$ cat src/hw/rtl/sha256_pkg.sv
// ----------------------------------------------------------------------------
// SHA-256 hasher package
// Shared types, round constants and the sigma functions of the compression.
// ----------------------------------------------------------------------------
`timescale 1ns / 1ps

package sha256_pkg;

  typedef logic [0:7][31:0] hash_t;

  localparam hash_t InitHash = {
    32'h6a09e667, 32'hbb67ae85, 32'h3c6ef372, 32'ha54ff53a,
    32'h510e527f, 32'h9b05688c, 32'h1f83d9ab, 32'h5be0cd19};

  localparam logic [0:63][31:0] RoundK = {
    32'h428a2f98, 32'h71374491, 32'hb5c0fbcf, 32'he9b5dba5, 32'h3956c25b, 32'h59f111f1,
    32'h923f82a4, 32'hab1c5ed5, 32'hd807aa98, 32'h12835b01, 32'h243185be, 32'h550c7dc3,
    32'h72be5d74, 32'h80deb1fe, 32'h9bdc06a7, 32'hc19bf174, 32'he49b69c1, 32'hefbe4786,
    32'h0fc19dc6, 32'h240ca1cc, 32'h2de92c6f, 32'h4a7484aa, 32'h5cb0a9dc, 32'h76f988da,
    32'h983e5152, 32'ha831c66d, 32'hb00327c8, 32'hbf597fc7, 32'hc6e00bf3, 32'hd5a79147,
    32'h06ca6351, 32'h14292967, 32'h27b70a85, 32'h2e1b2138, 32'h4d2c6dfc, 32'h53380d13,
    32'h650a7354, 32'h766a0abb, 32'h81c2c92e, 32'h92722c85, 32'ha2bfe8a1, 32'ha81a664b,
    32'hc24b8b70, 32'hc76c51a3, 32'hd192e819, 32'hd6990624, 32'hf40e3585, 32'h106aa070,
    32'h19a4c116, 32'h1e376c08, 32'h2748774c, 32'h34b0bcb5, 32'h391c0cb3, 32'h4ed8aa4a,
    32'h5b9cca4f, 32'h682e6ff3, 32'h748f82ee, 32'h78a5636f, 32'h84c87814, 32'h8cc70208,
    32'h90befffa, 32'ha4506ceb, 32'hbef9a3f7, 32'hc67178f2};

  localparam logic [7:0] PadByte = 8'h80;

  // Byte push and compression control from the sequencer
  typedef struct packed {
    logic       push;
    logic [7:0] data;
    logic       start;
    logic       reinit;
  } comp_ctrl_t;

  typedef struct packed {
    logic busy;
    logic done;
  } comp_stat_t;

  function automatic logic [31:0] big_sigma0(input logic [31:0] x);
    big_sigma0 = {x[1:0], x[31:2]} ^ {x[12:0], x[31:13]} ^ {x[21:0], x[31:22]};
  endfunction

  function automatic logic [31:0] big_sigma1(input logic [31:0] x);
    big_sigma1 = {x[5:0], x[31:6]} ^ {x[10:0], x[31:11]} ^ {x[24:0], x[31:25]};
  endfunction

  function automatic logic [31:0] small_sigma0(input logic [31:0] x);
    small_sigma0 = {x[6:0], x[31:7]} ^ {x[17:0], x[31:18]} ^ {3'b000, x[31:3]};
  endfunction

  function automatic logic [31:0] small_sigma1(input logic [31:0] x);
    small_sigma1 = {x[16:0], x[31:17]} ^ {x[18:0], x[31:19]} ^ {10'b0, x[31:10]};
  endfunction

endpackage

$ cat src/hw/rtl/sha256_if.sv
// ----------------------------------------------------------------------------
// SHA-256 hasher channels
// Valid/ready channels for message items and digest words.
// ----------------------------------------------------------------------------
`timescale 1ns / 1ps

interface sha256_in_if;
  logic       valid;
  logic       ready;
  logic       kind;
  logic [7:0] data_byte;

  modport source (output valid, output kind, output data_byte, input ready);
  modport sink   (input valid, input kind, input data_byte, output ready);
endinterface

interface sha256_out_if;
  logic        valid;
  logic        ready;
  logic [31:0] digest_word;
  logic [2:0]  word_index;
  logic        last_word;

  modport source (output valid, output digest_word, output word_index, output last_word,
                  input ready);
  modport sink   (input valid, input digest_word, input word_index, input last_word,
                  output ready);
endinterface

$ cat src/hw/rtl/sha256_compress.sv
// ----------------------------------------------------------------------------
// SHA-256 compression unit
// Byte-fed block buffer that doubles as the rolling schedule, one round per
// cycle for every round constant, then a final add into the hash words.
// ----------------------------------------------------------------------------
`timescale 1ns / 1ps

module sha256_compress (
  input  logic                   clk_i,
  input  logic                   rst_ni,
  input  sha256_pkg::comp_ctrl_t ctrl_i,
  output sha256_pkg::comp_stat_t stat_o,
  output sha256_pkg::hash_t      hash_o
);

  logic [31:0]       w_q [16];
  logic [31:0]       v_q [8];
  logic [5:0]        round_q;
  logic              busy_q;
  logic              fin_q;
  sha256_pkg::hash_t hash_q;

  logic [31:0] w_new;
  logic [31:0] t1;
  logic [31:0] t2;
  logic [31:0] ch;
  logic [31:0] maj;

  always_comb begin
    if (round_q < 6'd16) begin
      w_new = w_q[0];
    end else begin
      w_new = sha256_pkg::small_sigma1(w_q[14]) + w_q[9] +
              sha256_pkg::small_sigma0(w_q[1]) + w_q[0];
    end
    ch  = (v_q[4] & v_q[5]) ^ (~v_q[4] & v_q[6]);
    maj = (v_q[0] & v_q[1]) ^ (v_q[0] & v_q[2]) ^ (v_q[1] & v_q[2]);
    t1  = v_q[7] + sha256_pkg::big_sigma1(v_q[4]) + ch + sha256_pkg::RoundK[round_q] + w_new;
    t2  = sha256_pkg::big_sigma0(v_q[0]) + maj;
  end

  // Block buffer: bytes shift in big-endian, words shift out during rounds
  always_ff @(posedge clk_i) begin
    if (ctrl_i.push) begin
      for (int i = 0; i < 15; i++) begin
        w_q[i] <= {w_q[i][23:0], w_q[i+1][31:24]};
      end
      w_q[15] <= {w_q[15][23:0], ctrl_i.data};
    end else if (busy_q) begin
      for (int i = 0; i < 15; i++) begin
        w_q[i] <= w_q[i+1];
      end
      w_q[15] <= w_new;
    end
  end

  always_ff @(posedge clk_i) begin
    if (ctrl_i.start) begin
      for (int i = 0; i < 8; i++) begin
        v_q[i] <= hash_q[i];
      end
    end else if (busy_q) begin
      v_q[7] <= v_q[6];
      v_q[6] <= v_q[5];
      v_q[5] <= v_q[4];
      v_q[4] <= v_q[3] + t1;
      v_q[3] <= v_q[2];
      v_q[2] <= v_q[1];
      v_q[1] <= v_q[0];
      v_q[0] <= t1 + t2;
    end
  end

  always_ff @(posedge clk_i or negedge rst_ni) begin
    if (!rst_ni) begin
      busy_q  <= 1'b0;
      fin_q   <= 1'b0;
      round_q <= '0;
      hash_q  <= sha256_pkg::InitHash;
    end else begin
      fin_q <= 1'b0;
      if (ctrl_i.start) begin
        busy_q  <= 1'b1;
        round_q <= '0;
      end else if (busy_q) begin
        round_q <= round_q + 6'd1;
        if (round_q == 6'd63) begin
          busy_q <= 1'b0;
          fin_q  <= 1'b1;
        end
      end
      if (ctrl_i.reinit) begin
        hash_q <= sha256_pkg::InitHash;
      end else if (fin_q) begin
        for (int j = 0; j < 8; j++) begin
          hash_q[j] <= hash_q[j] + v_q[j];
        end
      end
    end
  end

  assign stat_o.busy = busy_q | fin_q;
  assign stat_o.done = fin_q;
  assign hash_o      = hash_q;

endmodule

$ cat src/hw/rtl/sha256_message_hasher_core.sv
// ----------------------------------------------------------------------------
// SHA-256 message hasher core
// Message bytes are taken only while idle; a byte that completes a 64-byte block
// starts a compression (64 rounds of the shared round unit plus one final add).
// A finish transaction pushes 9 to 72 padding bytes at one per cycle, pausing for
// each of its one or two compressions, then 8 digest words, one per ready cycle.
// Reset clears the sequencer and loads the initial hash values; no clearing pass.
// ----------------------------------------------------------------------------
`timescale 1ns / 1ps

module sha256_message_hasher_core (
  input  logic clk_i,
  input  logic rst_ni,
  sha256_in_if.sink    in_i,
  sha256_out_if.source out_o
);

  localparam logic [1:0] StIdle = 2'd0;
  localparam logic [1:0] StPad  = 2'd1;
  localparam logic [1:0] StComp = 2'd2;
  localparam logic [1:0] StOut  = 2'd3;

  logic [1:0]  state_q, state_d;
  logic [5:0]  fill_q, fill_d;
  logic [63:0] bits_q, bits_d;
  logic        pad_act_q, pad_act_d;
  logic        first_q, first_d;
  logic        lenm_q, lenm_d;
  logic [2:0]  lenc_q, lenc_d;
  logic        pad_done_q, pad_done_d;
  logic [2:0]  idx_q, idx_d;

  sha256_pkg::comp_ctrl_t ctrl;
  sha256_pkg::comp_stat_t stat;
  sha256_pkg::hash_t      hash;

  sha256_compress u_comp (
    .clk_i  (clk_i),
    .rst_ni (rst_ni),
    .ctrl_i (ctrl),
    .stat_o (stat),
    .hash_o (hash)
  );

  assign in_i.ready        = (state_q == StIdle);
  assign out_o.valid       = (state_q == StOut);
  assign out_o.digest_word = hash[idx_q];
  assign out_o.word_index  = idx_q;
  assign out_o.last_word   = (idx_q == 3'd7);

  always_comb begin
    state_d    = state_q;
    fill_d     = fill_q;
    bits_d     = bits_q;
    pad_act_d  = pad_act_q;
    first_d    = first_q;
    lenm_d     = lenm_q;
    lenc_d     = lenc_q;
    pad_done_d = pad_done_q;
    idx_d      = idx_q;
    ctrl       = '0;

    unique case (state_q)
      StIdle: begin
        if (in_i.valid) begin
          if (!in_i.kind) begin
            ctrl.push = 1'b1;
            ctrl.data = in_i.data_byte;
            bits_d    = bits_q + 64'd8;
          end else begin
            state_d    = StPad;
            pad_act_d  = 1'b1;
            first_d    = 1'b1;
            lenm_d     = 1'b0;
            lenc_d     = '0;
            pad_done_d = 1'b0;
          end
        end
      end
      StPad: begin
        ctrl.push = 1'b1;
        priority if (first_q) begin
          ctrl.data = sha256_pkg::PadByte;
          first_d   = 1'b0;
        end else if (lenm_q || fill_q == 6'd56) begin
          // Length field goes out most significant byte first
          ctrl.data = bits_q[63:56];
          bits_d    = {bits_q[55:0], 8'h00};
          lenm_d    = 1'b1;
          lenc_d    = lenc_q + 3'd1;
          if (lenc_q == 3'd7) begin
            pad_done_d = 1'b1;
          end
        end else begin
          ctrl.data = 8'h00;
        end
      end
      StComp: begin
        if (stat.done) begin
          priority if (pad_done_q) begin
            state_d = StOut;
          end else if (pad_act_q) begin
            state_d = StPad;
          end else begin
            state_d = StIdle;
          end
        end
      end
      StOut: begin
        if (out_o.ready) begin
          idx_d = idx_q + 3'd1;
          if (idx_q == 3'd7) begin
            ctrl.reinit = 1'b1;
            bits_d      = '0;
            pad_act_d   = 1'b0;
            pad_done_d  = 1'b0;
            state_d     = StIdle;
          end
        end
      end
      default: begin
        state_d = StIdle;
      end
    endcase

    // Advance the fill count; a full block kicks off the compression
    if (ctrl.push) begin
      fill_d = fill_q + 6'd1;
      if (fill_q == 6'd63) begin
        ctrl.start = 1'b1;
        state_d    = StComp;
      end
    end
  end

  always_ff @(posedge clk_i or negedge rst_ni) begin
    if (!rst_ni) begin
      state_q    <= StIdle;
      fill_q     <= '0;
      bits_q     <= '0;
      pad_act_q  <= 1'b0;
      first_q    <= 1'b0;
      lenm_q     <= 1'b0;
      lenc_q     <= '0;
      pad_done_q <= 1'b0;
      idx_q      <= '0;
    end else begin
      state_q    <= state_d;
      fill_q     <= fill_d;
      bits_q     <= bits_d;
      pad_act_q  <= pad_act_d;
      first_q    <= first_d;
      lenm_q     <= lenm_d;
      lenc_q     <= lenc_d;
      pad_done_q <= pad_done_d;
      idx_q      <= idx_d;
    end
  end

  a_ready_not_busy: assert property (@(posedge clk_i) disable iff (!rst_ni)
    in_i.ready |-> !stat.busy)
    else $error("input ready while the compression runs");

  a_out_block_empty: assert property (@(posedge clk_i) disable iff (!rst_ni)
    out_o.valid |-> (fill_q == 6'd0 && bits_q == 64'd0 && !stat.busy))
    else $error("digest offered with a partial block or pending length");

  a_last_to_idle: assert property (@(posedge clk_i) disable iff (!rst_ni)
    (out_o.valid && out_o.ready && out_o.last_word) |=> (in_i.ready && idx_q == 3'd0))
    else $error("sequencer did not return to idle after the last digest word");

  a_done_leaves_comp: assert property (@(posedge clk_i) disable iff (!rst_ni)
    (state_q == StComp && stat.done) |=> state_q != StComp)
    else $error("compression finished but the sequencer stayed waiting");

endmodule

$ cat src/flat_wrapper.sv
// flat-port wrapper written by rule: the top's interface ports become plain ports
module sha256_message_hasher_core_flat 
  (clk_i, rst_ni, in_i_valid, in_i_kind, in_i_data_byte, in_i_ready, out_o_valid, out_o_digest_word, out_o_word_index, out_o_last_word, out_o_ready);
  sha256_in_if in_i_i ();
  sha256_out_if out_o_i ();
  input  logic clk_i;
  input  logic rst_ni;
  input wire logic [$bits(in_i_i.valid)-1:0] in_i_valid;
  input wire logic [$bits(in_i_i.kind)-1:0] in_i_kind;
  input wire logic [$bits(in_i_i.data_byte)-1:0] in_i_data_byte;
  output wire logic [$bits(in_i_i.ready)-1:0] in_i_ready;
  output wire logic [$bits(out_o_i.valid)-1:0] out_o_valid;
  output wire logic [$bits(out_o_i.digest_word)-1:0] out_o_digest_word;
  output wire logic [$bits(out_o_i.word_index)-1:0] out_o_word_index;
  output wire logic [$bits(out_o_i.last_word)-1:0] out_o_last_word;
  input wire logic [$bits(out_o_i.ready)-1:0] out_o_ready;
  assign in_i_i.valid = in_i_valid;
  assign in_i_i.kind = in_i_kind;
  assign in_i_i.data_byte = in_i_data_byte;
  assign in_i_ready = in_i_i.ready;
  assign out_o_valid = out_o_i.valid;
  assign out_o_digest_word = out_o_i.digest_word;
  assign out_o_word_index = out_o_i.word_index;
  assign out_o_last_word = out_o_i.last_word;
  assign out_o_i.ready = out_o_ready;
  sha256_message_hasher_core u_core (.clk_i(clk_i), .rst_ni(rst_ni), .in_i(in_i_i), .out_o(out_o_i));
endmodule
$ cat config.mk
export PLATFORM = sky130hd
export DESIGN_NAME = sha256_message_hasher_core_flat
export DESIGN_NICKNAME = d
export VERILOG_FILES = /design/src/hw/rtl/sha256_pkg.sv /design/src/hw/rtl/sha256_if.sv /design/src/hw/rtl/sha256_compress.sv /design/src/hw/rtl/sha256_message_hasher_core.sv /design/src/flat_wrapper.sv
export SDC_FILE = /design/constraint.sdc
export NUM_CORES = 2
export LEC_CHECK = 0
export BUFFER_PORTS_ARGS = -buffer_cell sky130_fd_sc_hd__buf_4
export CORE_MARGIN = 5
export CORE_UTILIZATION = 45
export DETAILED_ROUTE_END_ITERATION = 8
export PLACE_DENSITY = 0.62
export SETUP_SLACK_MARGIN = 0.05
export SLEW_MARGIN = 25
export SYNTH_ARGS = -nofsm -noshare
export SYNTH_HDL_FRONTEND = slang
export SYNTH_SLANG_ARGS = --single-unit
export TNS_END_PERCENT = 50
$ cat constraint.sdc
create_clock -name clk_i -period 20.2 [get_ports clk_i]
set_input_delay 4.04 -clock clk_i [delete_from_list [all_inputs] [get_ports clk_i]]
set_output_delay 4.04 -clock clk_i [all_outputs]
set_load 0.02 [all_outputs]
==> metrics.md <==
| Metric | Value |
|---|---|
| Vias in the first global route | `~56k` |
| Global-route wire length before repair | `approximately 360 mm` |
| Final Non-Filler Cells | `between 9k and 10k` |
| Clock Path Buffers | `3` |
| FF+latch area | `about 32000 um^2` |
| Clk sinks | `~1.1k` |
| Hold Path Class | `reg2reg` |
| Initial antenna violation count | `6` |
| Pre-CTS WS | `around 9.4 ns` |
| Iter 0 DRT Violations | `approximately 5.4k` |
| RePlAce Congestion | `0.975` |
| Worst-Margin Slew | `roughly 1.1 ns` |
| Most used cell, CP | `fa_1` |
| Post-synthesis compound-gate area fraction | `0.137` |
| CTS resizes | `0` |
| DRT Pass-1 Iters | `5` |
| Setup TNS | `0 ns` |
| Relative slew slack | `0.237` |
| Proportion of layout cells with a drive suffix above 1 | `0.154` |
| Filler cells | `~16k` |
| Largest family of logic cells by synthesized area | `compound AO/OA/AOI/OAI gates` |
| Yosys warns | `0` |
| Critical path type | `reg2reg` |
| Antenna-violating nets left | `0` |
| Clock slew at reported path FFs | `about 0.06 ns` |
| Top cells by area, synth | `edfxtp_1, mux2_2, ha_1` |
| R2r setup slk | `9.36 ns` |
| Post-synthesis mux area share | `0.118` |
| Detailed placement HPWL | `approximately 170 mm` |
| Slowest stage delay, CP | `between 0.5 and 0.6 ns` |
| Final #Nets | `roughly 8k` |
| Skew final | `approximately 0.048 ns` |
| Fin. max-slew vios | `0` |
| Die width | `~430 um` |
| Core area | `~170000 um^2` |
| Sequential cell area fraction in the yosys report | `0.410` |
| Routed len/inst | `24.1 um` |
| RR Endpoint | `u_core.u_comp.v_q[0][30]` |
| Reg2reg start | `u_core.u_comp.w_q[1][203]` |
| Unrepaired setup endpoints after global routing | `no` |
| Launch point of the worst path | `u_core.u_comp.w_q[1][203]` |
| Synth Area in Simple Gates | `0.109` |
| Dominant cell type by area after synthesis | `edfxtp_1` |
| H-tree depth | `4` |
| Flops & latches, synth | `1111` |
| Distinct cells, synth | `roughly 100` |
| Max Freq | `0.0922 GHz` |
| DP Cell Count | `about 9.6k` |
| Num ports | `between 50 and 60` |
| Cells after Synth | `7544` |
| CTS tree | `yes` |
| FP Rows | `about 150` |
| Fin crit share | `0.537` |
| Post-synth EDFFs | `768` |
| Post-Synth XOR/XNOR Area | `0.0639` |
| Port buffer count | `50` |
| Final hold viol count | `0` |
| Hold Path End | `u_core.fill_q[5]` |
| Syn Nets | `between 8k and 9k` |
| Worst setup EP type | `flip-flop` |
| HP Start | `u_core.fill_q[5]` |
| Largest net degree at the start of global routing | `220` |
| Synth Area in Adders | `0.119` |
| Setup ws final | `around 9.4 ns` |
| Synth async-reset ratio | `0.309` |
| Global-route usage over all layers | `0.258` |
| CP Max Fanout | `5` |
| Period minus WS final | `between 10 and 15 ns` |
| Cell area after synthesis | `a little under 80000 um^2` |
| Layout area overhead | `8.74%` |
| Die Area | `~180000 um^2` |
| Slowest stage cell, crit path | `fa_1` |
| Root buf cell | `clkbuf_16` |
| DRC violation count after routing | `0` |
| DR vias/cell | `5.82` |
| Area share of the largest cell type after synthesis | `0.297` |
| # hold bufs at CTS | `0` |
| Multi-input logic area | `approximately 43000 um^2` |
| Hold depth | `1` |
| Post-CTS setup buffers | `0` |
| Starting Density | `0.452` |
| WP data required | `20.74 ns` |
| Max-cap violations | `0` |
| Total Wirelength | `237 mm` |
| Worst skew pair latency | `~0.82 ns` |
| Syn Area/Cell | `10.3 um^2` |
| R2R cell count | `38` |
| DIE HEIGHT | `425 um` |
| GR Overflow Total | `0` |
| Via count | `57.2k` |
| Num CTS Buffers | `roughly 130` |
| Status | `complete, no violations` |
| Main synth FF type | `edfxtp_1` |
| Startpoint types | `flip-flop` |
| Finish-stage setup viols | `0` |
| Crit path DAT | `11.39 ns` |
-- synthesized netlist by cell type, types with 13 or more instances --
library cell,number
o21ai_1,25
o211ai_1,31
nand3_1,85
a21o_1,179
a311oi_1,15
a211oi_1,56
mux2_2,553
nand2b_1,61
a31o_2,17
nand4_1,24
inv_1,479
buf_1,62
xnor2_1,388
nor2_1,484
a22oi_1,16
mux4_2,71
a21oi_1,479
clkbuf_1,317
o21ai_0,497
o22ai_1,13
mux2i_1,134
o31ai_1,19
fa_1,197
o2111ai_1,14
o21a_1,65
nand2_1,899
ha_1,415
and4_1,13
nor3_1,97
a211o_1,21
and2_1,23
edfxtp_1,768
a31oi_1,56
xor2_1,176
o21bai_1,47
nor2b_1,62
dfrtp_1,207
and3_1,58
nor4_1,18
buf_2,16
dfstp_2,136
or3_1,35
-- cell families after synthesis --
group           Yosys count
buf+inv                 875
fa+ha+maj               617
simple gates           1916
xor+xnor                565
flops                  1111
mux                     758
compound gates         1702
-- critical path, delay by kind of cell (launching register included) --
kind | cells | cell delay (ns)
compound gates | 13 | 2.99
xor+xnor | 4 | 1.21
fa+ha+maj | 10 | 4.14
buf+inv | 3 | 0.25
flops | 1 | 0.48
simple gates | 8 | 1.48
-- metal layers --
layer / wire, um / vias to the layer above / global-route usage
li1: - / 26601 / -
met1: 104000 / 28619 / 0.356
met2: 111000 / 1678 / 0.416
met3: 13800 / 325 / 0.0410
met4: 8240 / 4 / 0.0870
met5: 23 / - / 0
-- how the worst max path moves through the flow --
stage,end,slack (ns)
6_report,u_core.u_comp.v_q[0][30],9.36
5_1_grt,u_core.u_comp.v_q[0][31],8.75
2_1_floorplan,u_core.u_comp.w_q[0][0],8.48
3_5_place_dp,u_core.u_comp.v_q[0][30],9.39
4_1_cts,u_core.u_comp.v_q[0][30],9.37
3_3_place_gp,u_core.u_comp.v_q[0][31],9.40
-- stage by stage --
step                 util  area (um^2)  hold slack, ns
finish              0.491        84300           0.488
global route        0.491        84300           0.506
floorplan               -        77500           0.435
detailed placement  0.467        80000           0.480
global placement    0.466        80000           0.450
CTS                 0.491        84300           0.494
-- sequential cells by signal, summed over array words and instances, names as in the netlist, 2 cells and up --
register / cells
u_core.u_comp.w_q: 512
u_core.u_comp.hash_o: 256
u_core.u_comp.v_q: 256
u_core.bits_q: 61
u_core.fill_q: 6
u_core.u_comp.round_q: 6
u_core.lenc_q: 3
u_core.out_o.word_index: 3
u_core.state_q: 2
-- layout by cell type (no fill, tap or decap), types with 17 or more instances in the layout --
cell / count
a211o_1: 21
a211oi_1: 56
a21o_1: 179
a21oi_1: 478
a31o_2: 17
a31oi_1: 55
and2_1: 23
and3_1: 57
buf_4: 115
clkbuf_1: 40
clkbuf_16: 133
clkinv_2: 20
dfrtp_1: 198
dfstp_2: 136
edfxtp_1: 768
fa_1: 197
ha_1: 415
inv_1: 478
mux2_2: 553
mux2i_1: 134
mux4_2: 71
nand2_1: 898
nand2b_1: 60
nand3_1: 84
nand4_1: 24
nor2_1: 481
nor2b_1: 61
nor3_1: 97
nor4_1: 18
o211ai_1: 31
o21a_1: 65
o21ai_0: 496
o21ai_1: 25
o21bai_1: 47
o31ai_1: 19
or3_1: 35
xnor2_1: 388
xor2_1: 176
-- layout make-up --
cell class / instances / area share
timing repair buffer: 123 / 0.0121
clock buffer: 183 / 0.0429
sequential: 1111 / 0.378
multi-input combinational: 5558 / 0.504
tap: 2310 / 0.0343
inverter: 480 / 0.0214
antenna: 3 / 0.0000891
clock inverter: 58 / 0.00723
Power is left out: the tool's default activity adds up to more than one toggle a clock period on the data nets, which glitch-free logic cannot reach.
